<file path="src/hdl/lri_pkg.sv">
package lri_pkg;

   localparam int MAX_PASSES_DEF = 80;

   localparam logic [15:0] OCT_BIAS   = 16'h8000;
   localparam logic [15:0] BOLT_BIAS  = 16'h6000;
   localparam logic [15:0] BOLT_EXTRA = 16'h13B0;
   localparam logic [7:0]  LIMIT_HI   = 8'd86;
   localparam logic [7:0]  LIMIT_ADD  = 8'd37;
   localparam logic [3:0]  START_SHIFT = 4'd6;
   localparam logic [7:0]  COLOUR_OFS = 8'd34;
   localparam logic signed [20:0] BOLT_MUL = 21'sd13;
   localparam logic signed [20:0] S16_MAX  = 21'sd32767;
   localparam logic signed [20:0] S16_MIN  = -21'sd32768;

   typedef enum logic [1:0] {
      CSR_RADIUS    = 2'd0,
      CSR_MAX_SHIFT = 2'd1,
      CSR_MAX_ITERS = 2'd2
   } csr_index_type;

   typedef struct packed {
      logic             valid;
      logic             done;
      logic [2:0][15:0] dir;
      logic [2:0][15:0] pos;
      logic [3:0]       shift;
      logic             inv;
      logic [7:0]       cnt;
      logic [7:0]       shape;
   } ray_type;

   typedef struct packed {
      ray_type          ray;
      logic [2:0][15:0] mag0;
      logic [2:0][15:0] mag1;
      logic [15:0]      limit;
   } front_type;

   typedef struct packed {
      ray_type          ray;
      logic             hit;
      logic             bolt;
      logic             ovf;
      logic [2:0][15:0] mag;
      logic [15:0]      limit;
   } test_type;

   function automatic logic [15:0] abs16(input logic [15:0] v);
      abs16 = v[15] ? 16'(16'd0 - v) : v;
   endfunction

   function automatic logic [15:0] sar16(input logic [15:0] v, input logic [3:0] s);
      sar16 = 16'($signed(v) >>> s);
   endfunction

   function automatic logic [15:0] limit_of(input logic [3:0] s);
      logic [15:0] cx;
      cx = {LIMIT_HI, 4'd0, s} >> s;
      limit_of = {8'(cx[15:8] + LIMIT_ADD), cx[7:0]};
   endfunction

endpackage

</file>
<file path="src/hdl/lri_update.sv">
module lri_update (
   input  logic              clock,
   input  logic              reset,
   input  logic [3:0]        max_step_shift,
   input  lri_pkg::test_type test_i,
   output lri_pkg::ray_type  ray_o
);
   lri_pkg::ray_type ray_ff, ray_in;
   logic [15:0] extra, accc;
   logic [4:0]  nshift;
   logic [7:0]  ncnt;
   logic        hit;

   always_comb begin
      extra = test_i.ovf ? lri_pkg::BOLT_EXTRA : {16{test_i.ray.cnt[7]}};
      accc  = 16'(extra
         + lri_pkg::abs16(16'(test_i.mag[2] - test_i.mag[0]))
         + lri_pkg::abs16(16'(test_i.mag[0] - test_i.mag[1]))
         + lri_pkg::abs16(16'(test_i.mag[1] - test_i.mag[2])));
      hit    = test_i.hit || (test_i.bolt && (accc < test_i.limit));
      nshift = hit ? 5'({1'b0, test_i.ray.shift} + 5'd1)
                   : ((test_i.ray.shift == 4'd0) ? 5'd0
                                                 : 5'({1'b0, test_i.ray.shift} - 5'd1));
      ncnt   = hit ? 8'(test_i.ray.cnt - 8'd1) : test_i.ray.cnt;

      ray_in = test_i.ray;
      if (test_i.ray.valid && !test_i.ray.done) begin
         ray_in.inv   = hit;
         ray_in.shift = nshift[3:0];
         if (nshift >= {1'b0, max_step_shift}) begin
            ray_in.done = 1'b1;
         end else begin
            ray_in.cnt  = ncnt;
            ray_in.done = (ncnt == 8'd0);
         end
      end
   end

   always_ff @(posedge clock) begin
      if (reset) ray_ff <= '0;
      else       ray_ff <= ray_in;
   end

   assign ray_o = ray_ff;
endmodule
</file>
<file path="config.mk">
export PLATFORM = sky130hd
export DESIGN_NAME = lri_update
export DESIGN_NICKNAME = d
export VERILOG_FILES = /design/src/hdl/lri_pkg.sv /design/src/hdl/lri_update.sv
export SDC_FILE = /design/constraint.sdc
export NUM_CORES = 1
export LEC_CHECK = 0
export CORE_AREA = 2 2 121 123
export CTS_CLUSTER_SIZE = 20
export DETAILED_ROUTE_END_ITERATION = 16
export DIE_AREA = 0 0 123 125
export DONT_BUFFER_PORTS = 1
export PLACE_DENSITY = 0.82
export SLEW_MARGIN = 20
export SYNTH_ARGS = -nofsm -noshare
export SYNTH_HDL_FRONTEND = slang
export SYNTH_SLANG_ARGS = --single-unit
</file>
<file path="constraint.sdc">
create_clock -name clock -period 21.4 [get_ports clock]
set_input_delay 1.07 -clock clock [delete_from_list [all_inputs] [get_ports clock]]
set_output_delay 1.07 -clock clock [all_outputs]
set_load 0.05 [all_outputs]
</file>
======== Yosys cells after proc, flatten, opt, wreduce, memory -nomap -nowiden ========
Index checks and enable logic that the tools add are counted.
word-level totals
  bits in registers ....................... 119
  input bits .............................. 192
  logic and storage cells ................. 43
cells by class
  add/sub/neg operators ................... 12
  order comparisons ....................... 2
  muxes and demuxes ....................... 11
  reductions and logical operators ........ 6
operators with widths
  kind                                               number
  two-way mux 16 bit                                 4
  adder 16 bit                                       3
  subtractor 1 x 16 -> 16 bit, first input constant  3
  subtractor 16 bit                                  3
  less-than comparator 16 bit                        1
  two-way mux 8 bit                                  2
  two-way mux 13 bit                                 1
  two-way mux 5 bit                                  2
  zero test 8 bit                                    1
  subtractor 8 x 1 -> 8 bit, second input constant   1
  adder 4 x 1 -> 5 bit, second input constant        1
  greater-or-equal comparator 5 x 4 -> 1 bit         1
  subtractor 4 x 1 -> 5 bit, second input constant   1
  zero test 4 bit                                    1
  logical AND 1 bit                                  2
  two-way mux 1 bit                                  2
  zero test 1 bit                                    1
  logical OR 1 bit                                   1

======== Logic depth before layout (Yosys ltp) ========
Gate-level depths: netlist of the first run.
  depth after elaboration ................. 13
  mapped depth ............................ 43
  gate-level depth less buffers ........... 41

======== Least setup slack after synthesis of the first run ========
Ideal clock, no wire load.
  kind .................................... in2reg
  start ................................... input port test_i[17] in the netlist's numbering
  end ..................................... register ray_ff, in the netlist ray_o[13]
  library setup time ...................... 0.121 ns
  arrival ................................. 9.482 ns
  required time ........................... 21.279 ns
  setup slack ............................. 11.797 ns
  cell stages on the path ................. 41
  path buffers ............................ 2
  cell sequence ........................... inv_1 -> ha_1 -> nor2b_1 -> o2111ai_1 -> and3_1 -> o211a_1 -> nor3_1 -> nor3_1 -> nor2_1 -> clkbuf_1 -> nor2_1 -> xnor2_1 -> fa_1 -> inv_1 -> fa_1 -> inv_1 -> fa_1 -> a21o_1 -> [... 5 more ...] -> a41oi_1 -> xnor2_2 -> xnor3_1 -> ha_1 -> o21ai_0 -> a31oi_1 -> nor2_1 -> nand2_1 -> a31o_2 -> ha_1 -> nand2b_1 -> a21o_1 -> a21oi_1 -> nor2b_1 -> or3_1 -> clkbuf_1 -> nor4_1 -> mux2_2
between the ends
  word-level cells in the longest chain between the ends .. 13
  elaborated cells on any way between the ends .. 17
  those cells by class .................... 7 x add/sub; 2 x order compare; 6 x mux; 2 x reduce/logical
RTL lines
  what                                        line              source
  start, declared                             lri_update.sv:5   input lri_pkg::test_type test_i,
  subtractor 16 bit                           lri_update.sv:17  + lri_pkg::abs16(16'(test_i.mag[2] - test_i.mag[0]))
  subtractor 1 x 16 -> 16 bit                 lri_pkg.sv:50     abs16 = v[15] ? 16'(16'd0 - v) : v;
  two-way mux 16 bit                          lri_pkg.sv:50
  adder 16 bit                                lri_update.sv:17
  adder 16 bit *                              lri_update.sv:18  + lri_pkg::abs16(16'(test_i.mag[0] - test_i.mag[1]))
  adder 16 bit *                              lri_update.sv:19  + lri_pkg::abs16(16'(test_i.mag[1] - test_i.mag[2])));
  less-than comparator 16 bit *               lri_update.sv:20  hit = test_i.hit || (test_i.bolt && (accc < test_i.limit));
  logical AND 1 bit *                         lri_update.sv:20
  logical OR 1 bit *                          lri_update.sv:20
  two-way mux 5 bit                           lri_update.sv:21  nshift = hit ? 5'({1'b0, test_i.ray.shift} + 5'd1)
  greater-or-equal comparator 5 x 4 -> 1 bit  lri_update.sv:30  if (nshift >= {1'b0, max_step_shift}) begin
  two-way mux 8 bit *                         lri_update.sv:30
  two-way mux 13 bit *                        lri_update.sv:27  if (test_i.ray.valid && !test_i.ray.done) begin
  end signal, assigned                        lri_update.sv:41  else ray_ff <= ray_in;
  end, declared                               lri_update.sv:8   lri_pkg::ray_type ray_ff, ray_in;
Mark *: on every way between the ends. The rest lies on a longest branch, timed or not.
A chain may end at the register's enable or synchronous reset.

======== Worst setup path in the final report of the first run ========
  start ................................... input port test_i[17] in the netlist's numbering
  end ..................................... register ray_ff, in the netlist ray_o[9]
The elaborated chain is that of the path after synthesis.

==> metrics.cfg, run 1 <==
[status]
status = complete, no violations

[synth]
synthAdderAreaFrac_pct = 19.2
synth_most_common_cell = inv_1
yosysSeqAreaShare_pct = 26.5
synth_xor_area_share_pct = 9.19
synth.cell_area_um2 = 8980
synth-seq-cells = 119
synth_ff_type = dfxtp_1
yosys_warnings = 0
yosys.cell_types.count = 68
syn_inst = 1044
synth_compound_area_share_pct = 16.1
yosys-top-cells-count = inv_1, nor2b_1, dfxtp_1
yosysTopAreaCellShare_pct = 26.5
synth_edf_count = 0
synth_area_leader_cell = dfxtp_1
async_reset_ff_share_pct = 0
synthMuxAreaShare_pct = 1.35
yosys.area_share.simple_pct = 21.2
synth_top_family_by_area = simple AND/OR/NAND/NOR gates
syn_nets = 1354
syn_avg_cell_area_um2 = 8.60
synth_area_leaders = dfxtp_1, ha_1, nor2b_1, fa_1, xnor2_1

[grt]
antenna_found_initial = 3
grt_pass1_wl_um = 35700
grt_overflow = 0
first_global_vias = 6958
track_usage_pct = 29.8
grt_start_max_net_pins = 127

[sta]
fin_crit_sh_pct = 49.4
worst_pin_slew_ns = 0.861
max_freq_mhz = 94.7
finalHoldViolCount = 0
drv_slew = 0
min_period_ns = 10.56
setup_viol = 0
relSlewSlack_pct = 42.4
rsz0062_at_grt = no
setup_tns_ns = 0
worst_slack_ns = 10.84

[worst_setup_path]
critical_path_buf_inv_count = 3
end_kind = flip-flop
start_kind = input pin
slowest_delay_ns = 0.60
arrival_ns = 10.84
worst-path-max-fanout = 12
crit_start = test_i[17]
crit_path_end = ray_o[9]
cp_top_family = simple AND/OR/NAND/NOR gates
required_ns = 21.68
timing.critical_path.mode_cell = ha_1
worstSetupPathType = input pin to flip-flop
cp.depth = 39
slowest_stage = nor2_1

[floorplanning]
die_area_um2 = 15400
ios = 311
die_h_um = 125
core_um2 = 14200
start_util_pct = 63.2
dieWidth_um = 123
num_rows = 44

[pwr]
power_frac_seq_pct = 18.0
p_per_area_nw_per_um2 = 167
comb_power_share_pct = 65.7
p_sw_share_pct = 44.9
internal_power_uw = 890
p_leak_uw = 0.00445
vdd_drop_max_uv = 116
p_clk_share_pct = 16.3
p_switching_uw = 725

[route]
vias = 7245
firstDrtPassIters = 5
drc_errors = 0
wl_um = 23100
ant_nets = 0
viasPerCell = 5.84
drt_iter0_markers = 532
wl_per_cell_um = 18.6

[clock_network]
htreeDepth = 4
clockBufferDepth = 2
cts_buffers = 17
cts_sinks = 119
cts.reportedPaths.clkPinSlew_ns = 0.06
cts_hold_buffers = 0
cts_resized = 0
post_cts_buffers = 0
cts_root_buffer = clkbuf_16
cts_tree = built

[placed_design]
gp_congestion = 0.963
place.port_buffers = 0
dp_slack_ns = 10.55
dpl.hpwl_um = 19300

[flow_run]
max_cap_viol_count = 0

[layout]
largest_reg_flops = 119
num-nets-final = 1353
layout-drive-gt1-share_pct = 5.59
area_growth_pct = 7.91
antenna_cells = 0

[min_path]
hold_class = input pin to flip-flop

==> metal layers <==
layer | global-route usage, % | routed length [um] | vias to the layer above
met5 | 0 | 22 | -
met3 | 12.8 | 2820 | 26
li1 | - | - | 3553
met2 | 49.4 | 10900 | 342
met1 | 36.0 | 9140 | 3320
met4 | 5.95 | 235 | 4
==> layout make-up <==
| class | count | area [um2] |
|---|---|---|
| Timing Repair Buffer | 1 | 7.51 |
| Clock inverter | 13 | 109 |
| Sequential cell | 119 | 2380 |
| Tap cell | 184 | 230 |
| Clock buffer | 19 | 443 |
| Fill cell | 1175 | 4510 |
| Multi-Input combinational cell | 771 | 6020 |
| Inverter | 133 | 499 |
==> how the worst min path moves through the flow <==
stage                    start    endpoint  slack (ns)  cells after the start
global placement         reset   ray_o[58]        1.15                      1
floorplan           test_i[67]    ray_o[0]        1.20                      1
global route             reset  ray_o[116]        0.72                      1
CTS                      reset  ray_o[116]        0.73                      1
detailed placement       reset    ray_o[6]        1.15                      1
finish                   reset   ray_o[58]        0.75                      1
==> layout by cell type, fill, tap and decap left out, types with 5 or more instances in the layout <==
cell and n:
inv_1 133, nor2b_1 120, dfxtp_1 119, ha_1 85, nor2_1 71, xnor2_1 58, a21oi_1 46, nand2_1 35
fa_1 33, xor2_1 30, a21o_1 26, o21ai_0 20, nor3_1 18, clkbuf_16 17, nand2b_1 13, nand3_1 13
or3_1 13, a31oi_1 12, nor4_1 11, o21a_1 10, a211oi_1 10, nand4_1 10, and2_1 10, o21ai_1 10
and3_1 9, mux2_2 9, o21bai_1 8, o211ai_1 7, o31ai_1 7, or2_2 6, inv_6 6, a41oi_1 5
==> logic make-up after synthesis <==
group,Yosys count
muxes,11
buffers and inverters,154
DFF,119
adders and majority gates,118
xor gates and xnor gates,91
AOI/OAI and AO/OA,205
and+or+nand+nor,346
==> through the flow <==
stage	hold WS, ns	instance area (um2)	util [%]	power, uW	instances
final	0.747	9690	68.2	1610	1240
after global routing	0.716	9690	68.2	1790	1240
after CTS	0.727	9690	68.2	1630	1240
after detailed placement	1.15	9140	64.3	1360	1208
after global placement	1.15	9140	64.3	1330	1208
after floorplan	1.20	8980	-	1170	1044
==> power groups by stage <==
stage	Combinational, uW	Clock, uW	Sequential, uW
CTS	1070	267	291
global route	1220	276	292
finish	1060	262	291
global placement	1030	0	296
floorplan	879	0	293
detailed placement	1060	0	296
Note: power is estimated with default switching activity, not from simulation.
==> run 2, diff against run 1 <==
Settings changed: ABC_AREA set to 1, CORE_AREA 2 2 121 123 to not set, CORE_MARGIN set to 2, CORE_UTILIZATION set to 66, DIE_AREA 0 0 123 125 to not set, PLACE_DENSITY 0.82 to 0.84.
Clock period 21.4 ns to 10.4 ns, I/O delays scaled along.
==> run 2 against run 1 <==
Compared with the run above:
- design area up 9.1%
- cell count up 37%
- sequential cell count unchanged
- clock-buffer cell count fell by 2
- global-route usage rose by 3.3 points
- die area grew 3.2%
- utilization is 4.5 points higher
- critical path depth increased by 8
- hold slack lost 0.58 ns
- first-iteration DRC count is 1.3% higher
- synthesized cell count increased by 43%
- critical endpoint is now ray_o[11]
- largest cell class unchanged
==> metrics.cfg, run 2 <==
[layout]
final_cell_mix = inv_1, nand2_1, nor2_1, dfxtp_1, ha_1
layout-drive-gt1-share_pct = 6.34
fin_area_um2 = 10600
num-nets-final = 1812
utilization_pct = 72.8
layout_commonest_cell = inv_1
area_growth_pct = 7.75
largest_reg_flops = 119

[worst_setup_path]
slowest_stage = fa_1
slowest_delay_ns = 0.52
critical_path_buf_inv_count = 10
worst-path-max-fanout = 17
cp_top_family = simple AND/OR/NAND/NOR gates
worstSetupPathType = input pin to flip-flop
start_kind = input pin
required_ns = 10.69
end_kind = flip-flop
arrival_ns = 8.27

[synth]
synth.cell_area_um2 = 9810
synth_area_leader_cell = dfxtp_1
yosys-top-cells-count = inv_1, nand2_1, nor2_1
synth_edf_count = 0
yosysSeqAreaShare_pct = 24.3
yosys_warnings = 0
syn_inst = 1498
yosysTopAreaCellShare_pct = 24.3
synth_ff_type = dfxtp_1
yosys.cell_types.count = 42
synth_most_common_cell = inv_1
synth-seq-cells = 119
synth_area_leaders = dfxtp_1, inv_1, nand2_1, ha_1, fa_1
async_reset_ff_share_pct = 0
syn_avg_cell_area_um2 = 6.55
syn_nets = 1808

[sta]
finalHoldViolCount = 0
worst_pin_slew_ns = 0.851
min_period_ns = 7.98
fin_crit_sh_pct = 76.7
hold_ws_ns = 0.165
drv_slew = 0
rsz0062_at_grt = no
setup_viol = 0
relSlewSlack_pct = 43.0
max_freq_mhz = 125
setup_tns_ns = 0

[placed_design]
gp_congestion = 0.945
dpl.hpwl_um = 22700
dpl_cell_area_um2 = 9990
place.port_buffers = 0

[clock_network]
cts_sinks = 119
cts_tree = built
cts_hold_buffers = 0
cts_root_buffer = clkbuf_16
post_cts_buffers = 0
htreeDepth = 4
cts.reportedPaths.clkPinSlew_ns = 0.06
cts_buffers = 17
cts_resized = 0
clockBufferDepth = 2

[route]
drt_iter0_markers = 539
vias = 8833
firstDrtPassIters = 5
wl_per_cell_um = 15.6
viasPerCell = 5.19
ant_nets = 0
wl_um = 26500
drc_errors = 0

[floorplanning]
ios = 311
num_rows = 44
dieWidth_um = 126
core_um2 = 14500
die_area_um2 = 15900
die_h_um = 126
start_util_pct = 67.5

[grt]
grt_pass1_wl_um = 41600
first_global_vias = 8503
grt_start_max_net_pins = 111
antenna_found_initial = 6
grt_overflow = 0
track_usage_pct = 33.1

[status]
status = complete, no violations

[pwr]
p_per_area_nw_per_um2 = 295
total_power_uw = 3120
vdd_drop_max_uv = 153
p_leak_uw = 0.00623

[min_path]
hold_class = input pin to flip-flop

[flow_run]
max_cap_viol_count = 0

-- run 2: cell types whose count changed after synthesis, moves of 15 or more --
cell      before  now
nand3b_1       1   16
a21o_1        26    1
nand2_2        0   21
nand3_1       13   55
a21oi_1       46   67
xnor2_1       58   23
nor2_1        71  170
o21ai_0       20   37
nor2b_1      120    0
nand2_1       35  330
inv_1        133  392
-- run 2: per-layer routing --
layer / up-vias / routed length (um) / GRT usage, %
met5: - / 46 / 0
met4: 8 / 791 / 11.9
met3: 65 / 2060 / 9.56
met2: 326 / 13000 / 58.9
met1: 3941 / 10600 / 37.9
li1: 4493 / - / -
-- run 2: power by group --
group	total (uW)	internal, uW	switching (uW)
Combinational	1940	787	1150
Sequential	620	489	131
Clock	560	318	241
-- run 2: layout make-up --
| class | count | area, um2 |
|---|---|---|
| fill | 1249 | 3960 |
| tap | 184 | 230 |
| timing repair buffer | 1 | 7.51 |
| multi-input combinational | 964 | 5870 |
| inverter | 399 | 1500 |
| clock inverter | 15 | 156 |
| sequential | 119 | 2380 |
| clock buffer | 17 | 425 |
| antenna | 2 | 5.00 |
-- run 2: path summary, 6_finish.rpt --
check | slack (ns) | end | cells past startpoint | from
hold / removal | 0.16 | ray_o[115] | 1 | reset
setup / recovery | 2.42 | ray_o[11] | 47 | test_i[22]
-- run 2: logic make-up (layout without fill, tap and decap cells) --
| logic type | after synthesis | after routing | synth area share, % |
|---|---|---|---|
| AO/OA/AOI/OAI | 120 | 120 | 6.54 |
| XOR/XNOR | 67 | 67 | 6.21 |
| adder cells (fa/ha/maj) | 118 | 118 | 17.6 |
| buffers and inverters | 415 | 432 | 15.9 |
| flip-flops | 119 | 119 | 24.3 |
| other | 0 | 2 | 0 |
| AND/OR/NAND/NOR | 659 | 659 | 29.5 |
-- run 2: metrics by stage --
step           setup WS, ns  cells
2_1_floorplan          3.14   1498
5_1_grt                1.60   1699
3_3_place_gp           2.51   1667
4_1_cts                2.51   1699
3_5_place_dp           2.16   1667
6_report               2.42   1701
