==> src/hdl/lri_pkg.sv <==
package lri_pkg;

   localparam int MAX_PASSES_DEF = 80;

   localparam logic [15:0] OCT_BIAS   = 16'h8000;
   localparam logic [15:0] BOLT_BIAS  = 16'h6000;
   localparam logic [15:0] BOLT_EXTRA = 16'h13B0;
   localparam logic [7:0]  LIMIT_HI   = 8'd86;
   localparam logic [7:0]  LIMIT_ADD  = 8'd37;
   localparam logic [3:0]  START_SHIFT = 4'd6;
   localparam logic [7:0]  COLOUR_OFS = 8'd34;
   localparam logic signed [20:0] BOLT_MUL = 21'sd13;
   localparam logic signed [20:0] S16_MAX  = 21'sd32767;
   localparam logic signed [20:0] S16_MIN  = -21'sd32768;

   typedef enum logic [1:0] {
      CSR_RADIUS    = 2'd0,
      CSR_MAX_SHIFT = 2'd1,
      CSR_MAX_ITERS = 2'd2
   } csr_index_type;

   typedef struct packed {
      logic             valid;
      logic             done;
      logic [2:0][15:0] dir;
      logic [2:0][15:0] pos;
      logic [3:0]       shift;
      logic             inv;
      logic [7:0]       cnt;
      logic [7:0]       shape;
   } ray_type;

   typedef struct packed {
      ray_type          ray;
      logic [2:0][15:0] mag0;
      logic [2:0][15:0] mag1;
      logic [15:0]      limit;
   } front_type;

   typedef struct packed {
      ray_type          ray;
      logic             hit;
      logic             bolt;
      logic             ovf;
      logic [2:0][15:0] mag;
      logic [15:0]      limit;
   } test_type;

   function automatic logic [15:0] abs16(input logic [15:0] v);
      abs16 = v[15] ? 16'(16'd0 - v) : v;
   endfunction

   function automatic logic [15:0] sar16(input logic [15:0] v, input logic [3:0] s);
      sar16 = 16'($signed(v) >>> s);
   endfunction

   function automatic logic [15:0] limit_of(input logic [3:0] s);
      logic [15:0] cx;
      cx = {LIMIT_HI, 4'd0, s} >> s;
      limit_of = {8'(cx[15:8] + LIMIT_ADD), cx[7:0]};
   endfunction

endpackage

==> src/hdl/lri_front.sv <==
module lri_front (
   input  logic               clock,
   input  logic               reset,
   input  lri_pkg::ray_type   ray_i,
   output lri_pkg::front_type front_o
);
   lri_pkg::front_type front_ff, front_in;

   always_comb begin
      front_in     = '0;
      front_in.ray = ray_i;
      if (ray_i.valid && !ray_i.done) begin
         for (int i = 0; i < 3; i++) begin
            front_in.ray.pos[i] = 16'(ray_i.pos[i]
               + (lri_pkg::sar16(ray_i.dir[i], ray_i.shift) ^ {16{ray_i.inv}}));
         end
      end
      for (int i = 0; i < 3; i++) begin
         // first octahedron is mirrored by the half-range bias
         front_in.mag0[i] = lri_pkg::abs16(16'(lri_pkg::OCT_BIAS - front_in.ray.pos[i])) >> 1;
         front_in.mag1[i] = lri_pkg::abs16(16'(16'd0 - front_in.ray.pos[i])) >> 1;
      end
      front_in.limit = lri_pkg::limit_of(ray_i.shift);
   end

   always_ff @(posedge clock) begin
      if (reset) front_ff <= '0;
      else       front_ff <= front_in;
   end

   assign front_o = front_ff;
endmodule

==> config.mk <==
export PLATFORM = sky130hd
export DESIGN_NAME = lri_front
export DESIGN_NICKNAME = d
export VERILOG_FILES = /design/src/hdl/lri_pkg.sv /design/src/hdl/lri_front.sv
export SDC_FILE = /design/constraint.sdc
export NUM_CORES = 1
export LEC_CHECK = 0
export ABC_AREA = 1
export ABC_CLOCK_PERIOD_IN_PS = 4250
export BUFFER_PORTS_ARGS = -buffer_cell sky130_fd_sc_hd__buf_2
export CAP_MARGIN = 10
export CORE_MARGIN = 4
export CORE_UTILIZATION = 49
export CTS_CLUSTER_DIAMETER = 120
export DETAILED_ROUTE_END_ITERATION = 7
export PLACE_DENSITY = 0.77
export SLEW_MARGIN = 20
export SYNTH_ARGS = -nofsm -noshare
export SYNTH_HDL_FRONTEND = slang
export SYNTH_SLANG_ARGS = --single-unit
==> constraint.sdc <==
create_clock -name clock -period 4.25 [get_ports clock]
set_input_delay 0.2125 -clock clock [delete_from_list [all_inputs] [get_ports clock]]
set_output_delay 0.2125 -clock clock [all_outputs]
set_load 0.01 [all_outputs]
* Word-level counts from Yosys, hierarchy flattened
Cells that the tools add are included.
** Storage, ports and cells
- Register bits after elaboration :: 231
- Latch bits :: 0
- RAM bits :: 0
- Memory bits (read-only) :: 0
- Input bits :: 121
- Output and inout bits :: 231
- Word-level logic and storage cells :: 75
- Memories kept :: 0
** Cells by class
- $add $sub $neg :: 16
- $mul :: 0
- Div/mod/pow operators :: 0
- $lt $le $gt $ge :: 0
- Eq/ne operators :: 0
- Shift-type cells :: 4
- Muxes and demuxes :: 7
- Bitwise logic cells :: 9
- Reduce and logical (&&, ||, !) cells :: 8
** Operators by type and width (number)
- $sub A1 B16 Y16 const A :: 9
- $mux W15 :: 4
- $add A16 B16 Y16 :: 3
- $mux W48 :: 1
- $sshr A16 B4 Y16 :: 3
- $sub A16 B16 Y16 const A :: 3
- $xor A16 B16 Y16 :: 3
- $mux W16 :: 2
- $shr A15 B4 Y16 :: 1
- $reduce_or A2 Y1 :: 6
- $add A8 B6 Y8 const B :: 1
- $not A1 Y1 :: 6
- $logic_and A1 B1 Y1 :: 1
- $logic_not A1 Y1 :: 1

* Logic depth before layout (Yosys ltp)
Gate-level depths: netlist of run 1.
- Depth after elaboration :: 7
- Depth in mapped cells :: 34
- Mapped depth without buffers :: 31

* Worst setup path before layout of run 1
Ideal clock, no wire load.
- Path kind :: input to register
- From :: input port ray_i[17] in the netlist's numbering
- To :: register front_ff, in the netlist front_o[28]
- Setup time :: 113 ps
- Arrival :: 4138 ps
- Data required time :: 4137 ps
- Setup slack :: -1 ps
- Stages on the path :: 31
- Path buffers :: 3
- Cells stage by stage :: clkbuf_1 > clkbuf_1 > clkbuf_1 > nand2_1 > o21ai_0 > nand2_1 > o21ai_0 > nand2_1 > nand3_1 > o21ai_0 > xor2_1 > ha_1 > fa_1 > nand3b_1 > nand2_2 > ha_1 > inv_1 > nor2_1 > nand3_1 > nor2_1 > nand2_1 > nor2_2 > nand2_1 > nand2_1 > nand2_1 > nor2_1 > inv_1 > nor2_1 > nand3_1 > nand3_1 > nand2_1
** On the way
- Cells in the longest elaborated chain, start to end :: 7
** Ends and longest elaborated chain
- start, declared :: line lri_front.sv:4 : input lri_pkg::ray_type ray_i,
- $sshr A16 B4 Y16 * :: line lri_pkg.sv:54 : sar16 = 16'($signed(v) >>> s);
- $xor A16 B16 Y16 * :: line lri_front.sv:15 : + (lri_pkg::sar16(ray_i.dir[i], ray_i.shift) ^ {16{ray_i.inv}}));
- $add A16 B16 Y16 * :: line lri_front.sv:15
- $mux W48 * :: line lri_front.sv:12 : if (ray_i.valid && !ray_i.done) begin
- $sub A1 B16 Y16 * :: line lri_front.sv:21 : front_in.mag1[i] = lri_pkg::abs16(16'(16'd0 - front_in.ray.pos[i])) >> 1;
- $sub A1 B16 Y16 :: line lri_pkg.sv:50 : abs16 = v[15] ? 16'(16'd0 - v) : v;
- $mux W16 * :: line lri_pkg.sv:50
- end signal, assigned :: line lri_front.sv:28 : else front_ff <= front_in;
- end, declared :: line lri_front.sv:7 : lri_pkg::front_type front_ff, front_in;
Mark *: on every way between the ends. The rest lies on a longest branch, timed or not.
A chain may end at the register's enable or synchronous reset.

* Final worst setup path of run 1
- From :: input port ray_i[110] in the netlist's numbering
- To :: register front_ff, in the netlist front_o[56]
** On the way
- Cells in the longest elaborated chain, start to end :: 7
** Ends and longest elaborated chain (line)
- $sshr A16 B4 Y16 * :: lri_pkg.sv:54
- $xor A16 B16 Y16 * :: lri_front.sv:15
- $add A16 B16 Y16 * :: lri_front.sv:15
- $mux W48 * :: lri_front.sv:12
- $sub A1 B16 Y16 * :: lri_front.sv:21
- $sub A1 B16 Y16 :: lri_pkg.sv:50
- $mux W15 * :: lri_pkg.sv:50
Marked as above.

==> results of run 1 <==
-- routing by layer --
layer	up-vias	track usage, %	routed length (um)
met1	7121	35.81	20040
li1	7997	-	-
met2	593	46.36	20960
met4	4	9.442	1433
met5	-	0	26
met3	88	5.256	3563
-- cell type report --
class                           instances  area (um^2)  share of cell area [%]
Timing Repair Buffer                  599         3876                   20.18
Clock buffer                           34        699.4                   3.641
Inverter                              271         1025                   5.335
Multi-Input combinational cell       1604         8484                   44.17
Sequential cell                       225         4504                   23.45
Tap cell                              384        480.5                   2.501
Antenna cell                            6        15.01                 0.07817
Clock inverter                          7        122.6                  0.6384
-- cells in the final DEF, fill, tap and decap left out, types with 9 or more instances in the layout --
cell             n
nor2_4          14
mux2i_1         11
buf_2          344
xnor2_1         11
o21ai_2         16
nand2_1        612
nand2_2         23
clkbuf_16       25
o21ai_0        139
nor2_2          27
inv_1          260
inv_2            9
buf_4          184
nand4_1         21
nand3b_1        16
dfxtp_1        225
a21oi_1         72
nand3_2         16
nor2_1         211
xor2_1          68
o21ai_1         60
dlygate4sd3_1   64
ha_1            53
or2_2           11
nand3_1        158
-- power by group through the flow --
| stage | registers, mW | clock network (mW) | logic (mW) |
|---|---|---|---|
| after floorplan | 2.53 | 0 | 1.40 |
| after global placement | 2.42 | 0 | 2.33 |
| after detailed placement | 2.42 | 0 | 2.39 |
| after CTS | 2.38 | 2.21 | 2.44 |
| after global routing | 2.39 | 2.30 | 2.84 |
| final | 2.38 | 2.18 | 2.54 |
-- how the worst max path moves through the flow --
stage	start	end	cells after the start
2_1_floorplan	ray_i[17]	front_o[28]	28
3_3_place_gp	ray_i[17]	front_o[28]	26
3_5_place_dp	ray_i[17]	front_o[77]	27
4_1_cts	ray_i[82]	front_o[77]	26
5_1_grt	ray_i[109]	front_o[110]	24
6_report	ray_i[110]	front_o[56]	27
-- cells by family (layout without fill, tap and decap cells) --
logic type | Yosys count | after routing
buffers and inverters | 355 | 911
flip-flops | 225 | 225
AO/OA/AOI/OAI | 315 | 315
AND/OR/NAND/NOR | 1124 | 1124
adder cells (fa/ha/maj) | 61 | 61
multiplexers | 12 | 12
other | 1 | 12
XOR/XNOR | 86 | 86
-- metrics by stage --
stage	total power, mW	area, um^2	setup TNS, ps
2_1_floorplan	3.937	14200	0
3_3_place_gp	4.747	17350	-182.2
3_5_place_dp	4.805	17350	-7725
4_1_cts	7.030	18820	0
5_1_grt	7.534	19200	-744.7
6_report	7.094	19210	0
-- critical path, stage by stage --
cell	delay [ps]
dlygate4sd3_1	570
buf_2	150
nand2_1	60
o21ai_1	80
mux2i_1	190
mux2i_1	140
o21ai_1	200
xor2_1	240
ha_2	220
fa_1	420
o21ai_2	190
buf_4	150
nand2_1	80
nor2_2	140
nand3_2	120
nor2_2	160
nand3_2	130
nor2_4	120
nand3_2	110
nor2_4	110
nand3_2	80
nand2_2	100
buf_4	120
nor2_4	40
buf_12	180
nand2_1	50
o21ai_0	80
-- repair_timing --
action,4_1_cts,5_1_grt
hold buffers,65,0
endpoints found under the setup margin,0,90
resized for setup,0,120
hold endpoints to repair,65,0
setup buffers,0,11
==> metrics.csv, run 1 <==
stage;metric;value;unit
cells_and_area;final_cells;3130;
sta;timing.final.ws_setup;190.5;ps
critical_path;required;4640;ps
logic_synthesis;synth_area;14180;um^2
worst_hold_path;hold_depth;3;
sta;drv_slew;0;
route;drt_iter0_markers;1148;
logic_synthesis;synth_area_per_cell;6.509;um^2
critical_path;cp-start-kind;input pin;
logic_synthesis;synth_warnings;0;
power_and_ir_drop;peakVddDrop;0.3016;mV
floorplanning;die_x;178.1;um
logic_synthesis;synth_top_area_share;31.76;%
logic_synthesis;netlist.top_cell.by_area;dfxtp_1;
route;num_vias;15800;
cells_and_area;drive_above_1_share;26.02;%
sta;rsz0062_at_grt;yes;
critical_path;arrival;4450;ps
placement;pre_cts_slack;-246.1;ps
placement;portBuffers;345;
placement;dp_hpwl;35600;um
sta;post-route-period-util;95.52;%
cts;cts_tree;done;
sta;relSlewSlack;50.77;%
floorplanning;row_count;62;
logic_synthesis;yosysUniqueCellTypes;50;
placement;gp_congestion;0.9595;
cells_and_area;final_core_util;67.10;%
route;drc;0;
sta;hold_violations;0;
logic_synthesis;synth_edf_count;0;
route;wl;46020;um
cts;cts_made_buffers;24;
global_route;grt_pass1_wl;73160;um
floorplanning;ios;352;
floorplanning;coreArea;28630;um^2
global_route;antenna_found_initial;5;
logic_synthesis;synthAdderAreaFrac;5.540;%
floorplanning;die_area;31730;um^2
global_route;grt_use_total;27.68;%
worst_hold_path;hold_end;front_o[228];
logic_synthesis;synth.mux.area_fraction;0.8469;%
critical_path;endpoint_kind;flip-flop;
sta;setup_viol;0;
power_and_ir_drop;switching_share;34.43;%
power_and_ir_drop;switchingPower;2.442;mW
floorplanning;initial_core_util;49.55;%
logic_synthesis;synth_compound_area_share;11.82;%
cells_and_area;syn_to_final_growth;35.42;%
power_and_ir_drop;seqPwrFrac;33.5;%
power_and_ir_drop;comb_power_share;35.8;%
sta;fmax;0.2463;GHz
route;post_drt_wl_per_cell;14.70;um
sta;whs;39.77;ps
placement;place_inst;3007;
cells_and_area;nFillCells;2499;
global_route;grt_max_degree;76;
cts;clockBufferDepth;3;
run_status;status;completed;
critical_path;crit_type;in -> reg;
route;antenna_left;0;
logic_synthesis;ys_seq_elements;225;
floorplanning;die_h;178.1;um
logic_synthesis;synth.most_common_cell;nand2_1;
cts;clock-root-buffer;clkbuf_16;
logic_synthesis;synth-simple-area-share;34.23;%
logic_synthesis;synth_xor_area_share;5.469;%
logic_synthesis;synth_flop_cell;dfxtp_1;
sta;period_needed;4060;ps
worst_hold_path;hp-class;in -> reg;
logic_synthesis;synth_top_family_by_area;simple AND/OR/NAND/NOR gates;
power_and_ir_drop;internal-power;4.652;mW
route;avgViaCountPerCell;5.049;
cts;htree_num_levels;1;
worst_hold_path;hp-start;ray_i[116];
power_and_ir_drop;power.density;369.3;nW/um^2
cts;cts.sinks;225;
sta;worstMarginPinSlew;738.4;ps
logic_synthesis;synth_common_cells;nand2_1, inv_1, nor2_1;
cells_and_area;largest_register_ffs;225;
route;drt_first_pass_iters;5;
cts;clk_pin_slew;60;ps
logic_synthesis;yosysSeqAreaShare;31.76;%
flow_run;drv_cap;0;
power_and_ir_drop;leakagePower;10.30;nW
cells_and_area;nNetsFinal;2907;
logic_synthesis;async_flop_share;0;%
power_and_ir_drop;power.share.clock;30.7;%
global_route;first_global_vias;15080;
logic_synthesis;syn_inst;2179;
logic_synthesis;synth_area_leaders;dfxtp_1, nand2_1, inv_1;
global_route;grt_overflow;0;
critical_path;path_max_fanout;18;
No activity file was read; power rests on OpenSTA's default activity.
==> run 2: changes to the inputs <==
- ABC_AREA: 1 -> default
- CORE_UTILIZATION: 49 -> 50
- PLACE_DENSITY: 0.77 -> 0.78
- REMOVE_ABC_BUFFERS: default -> 1
==> run 2 against run 1 <==
The flow now finishes with violations (negative setup slack). Die area up 0.69%. Clock-buffer cell count down 4. Core utilization up 11 points. Sequential power about the same. Clock power down 11%. Cell count down 8.4%. Worst hold slack worse by 20 ps. Critical path type unchanged.
==> metrics.csv, run 2 <==
stage;metric;value;unit;change
placement;pre_cts_slack;-939.1;ps;-693.1 ps
global_route;grt_use_total;29.50;%;+1.8 points
critical_path;crit_type;in -> reg;;
logic_synthesis;netlist.top_cell.by_area;dfxtp_1;;
cells_and_area;layout_commonest_cell;buf_4;;
power_and_ir_drop;peakVddDrop;0.3261;mV;+8.1%
cts;cts_made_buffers;23;;-4.2%
floorplanning;die_x;178.8;um;+0.35%
cts;clock-root-buffer;clkbuf_16;;
floorplanning;coreArea;28700;um^2;+0.27%
global_route;grt_pass1_wl;77490;um;+5.9%
placement;dpl-instance-area;19450;um^2;+12%
cells_and_area;seqCellArea;4504;um^2;unchanged
sta;fmax;0.2246;GHz;-8.8%
logic_synthesis;async_flop_share;0;%;unchanged
critical_path;worstPathCellList;buf_12 -> buf_6 -> mux4_2 -> mux2_4 -> a21oi_4 -> xnor2_2 -> ha_2 -> fa_2 -> a21o_1 -> a221oi_4 -> o31a_1 -> xnor2_2 -> o32a_1 -> or3_4 -> o41a_1 -> or2_4 -> or3_1 -> a21oi_1;;
logic_synthesis;synth_area_per_cell;8.550;um^2;+31%
route;avgViaCountPerCell;5.717;;+13%
cts;clockBufferDepth;3;;unchanged
sta;setup_viol;33;;+33
sta;worstMarginPinSlew;717.9;ps;-20.54 ps
cts;cts.sinks;225;;unchanged
power_and_ir_drop;power.density;364.5;nW/um^2;-1.3%
sta;period_needed;4451;ps;+391.9 ps
placement;portBuffers;345;;unchanged
critical_path;cp-start-kind;input pin;;
floorplanning;die_h;178.8;um;+0.35%
critical_path;critPathBufInv;2;;-3
logic_synthesis;yosysUniqueCellTypes;92;;+84%
worst_hold_path;hold_depth;3;;unchanged
logic_synthesis;synth_area_leaders;dfxtp_1, ha_1, a21oi_1;;
critical_path;max_stage_delay;510;ps;-60 ps
cells_and_area;final_cell_mix;buf_4, buf_2, dfxtp_1;;
critical_path;cpMaxStageDelayCell;mux4_2;;
power_and_ir_drop;power;8.158;mW;+15%
route;post_drt_wl_per_cell;18.80;um;+28%
critical_path;path_max_fanout;7;;-11
logic_synthesis;yosysSeqAreaShare;30.90;%;-0.86 points
route;drt_first_pass_iters;5;;unchanged
cells_and_area;final_cells;2866;;-8.4%
global_route;grt_overflow;0;;unchanged
logic_synthesis;synth_area;14580;um^2;+2.8%
global_route;grt_max_degree;107;;+41%
worst_hold_path;hp-start;ray_i[108];;
global_route;antenna_found_initial;12;;+7
route;num_vias;16390;;+3.7%
critical_path;crit_top_cell;xnor2_2;;
cells_and_area;nNetsFinal;2648;;-8.9%
route;wl;53870;um;+17%
sta;post-route-period-util;104.7;%;+9.2 points
sta;rsz0062_at_grt;yes;;
logic_synthesis;synth_warnings;0;;unchanged
cells_and_area;fin_area;22380;um^2;+17%
route;antenna_left;0;;unchanged
cells_and_area;drive_above_1_share;45.08;%;+19 points
logic_synthesis;ys_seq_elements;225;;unchanged
cts;cts_tree;done;;
floorplanning;die_area;31950;um^2;+0.69%
sta;drv_slew;0;;unchanged
critical_path;crit_family;compound AO/OA/AOI/OAI gates;;
logic_synthesis;synth_edf_count;0;;unchanged
floorplanning;ios;352;;unchanged
sta;tns;-1240;ps;-1240 ps
cts;htree_num_levels;1;;unchanged
cells_and_area;nFillCells;1901;;-24%
critical_path;endpoint_kind;flip-flop;;
cells_and_area;largest_register_ffs;225;;unchanged
global_route;first_global_vias;15760;;+4.5%
floorplanning;row_count;62;;unchanged
logic_synthesis;syn_inst;1705;;-22%
placement;dp_hpwl;37520;um;+5.4%
logic_synthesis;synth_top_area_share;30.90;%;-0.86 points
run_status;status;finished, violations left;;
logic_synthesis;synth_flop_cell;dfxtp_1;;
sta;relSlewSlack;51.63;%;+0.86 points
placement;place_inst;2734;;-9.1%
run_status;violations;negative setup slack;;
floorplanning;initial_core_util;50.79;%;+1.2 points
logic_synthesis;synth.most_common_cell;dfxtp_1;;
sta;timing.final.ws_setup;-201.4;ps;-391.9 ps
route;drc;0;;unchanged
critical_path;required;4670;ps;+30 ps
worst_hold_path;hold_end;front_o[220];;
sta;hold_violations;0;;unchanged
critical_path;arrival;4870;ps;+420 ps
worst_hold_path;hp-class;in -> reg;;
cells_and_area;syn_to_final_growth;53.53;%;
cts;clk_pin_slew;70;ps;about the same
placement;gp_congestion;0.9410;;-1.9%
route;drt_iter0_markers;1117;;-2.7%
power_and_ir_drop;leakagePower;10.14;nW;-1.6%
logic_synthesis;synth_common_cells;dfxtp_1, nor2_1, a21oi_1;;
flow_run;drv_cap;0;;unchanged
cells_and_area;multi_input_area;10830;um^2;+28%
==> run 2: cell count changes after synthesis, moves of 75 or more <==
cell | previous run | this run
nand2_1 | 620 | 73
inv_1 | 264 | 19
nand3_1 | 164 | 42
o21ai_0 | 188 | 74
nor2b_1 | 0 | 94
nor3_1 | 6 | 87
nor2_1 | 230 | 155
==> run 2: worst max path at each step <==
stage	startpoint	endpoint	cells past startpoint
CTS	ray_i[18]	front_o[104]	19
global route	ray_i[18]	front_o[61]	23
global placement	ray_i[18]	front_o[27]	23
floorplan	ray_i[117]	front_o[92]	10
finish	ray_i[17]	front_o[86]	18
detailed placement	ray_i[18]	front_o[27]	23
==> run 2: stage by stage <==
step / utilization (%) / hold WS (ps)
floorplan: - / 279.2
global placement: 67.76 / 420.5
detailed placement: 67.76 / 427.3
CTS: 72.75 / 1.999
global route: 77.98 / 26.45
finish: 77.98 / 20.07
==> run 2: cells by family after synthesis <==
family                   after synthesis  share of synthesized area (%)
other                                  1                        0.02572
buffers and inverters                133                          3.802
flip-flops                           225                          30.90
AND/OR/NAND/NOR                      650                          23.93
XOR/XNOR                             133                          7.991
multiplexers                         105                          9.836
adder cells (fa/ha/maj)               61                          5.390
AO/OA/AOI/OAI                        397                          18.13
==> run 2: layout make-up <==
cell class | count | area share [%]
Multi-Input combinational cell | 1352 | 48.37
Timing Repair Buffer | 843 | 25.78
Sequential cell | 225 | 20.13
Clock buffer | 30 | 2.823
Tap cell | 384 | 2.147
Inverter | 21 | 0.3578
Clock inverter | 7 | 0.3522
Antenna cell | 4 | 0.04472
==> run 2: report_power, final <==
group / total, mW / switching [mW] / internal, mW
Clock: 1.95 / 0.841 / 1.11
Sequential: 2.40 / 0.0621 / 2.34
Combinational: 3.81 / 1.98 / 1.83
Total: 8.16 / 2.88 / 5.28
==> run 2: repair_timing <==
action	4_1_cts	5_1_grt
endpoints found under the setup margin	90	90
setup buffers	12	35
cloned	0	3
resized for setup	53	252
hold buffers	41	0
pin swaps	19	78
endpoints found under the hold margin	41	0
==> run 2: worst min-delay path, cell delays in order <==
cell	delay [ps]
buf_2	90
buf_4	100
nor2b_1	120
==> run 2: layer usage <==
layer / track usage (%) / vias to the layer above / share of wire (%)
met5: 0 / - / 0.23
met4: 10.46 / 16 / 4.0
met3: 5.546 / 182 / 6.9
met2: 53.62 / 705 / 50
met1: 34.62 / 7778 / 38
li1: - / 7704 / -
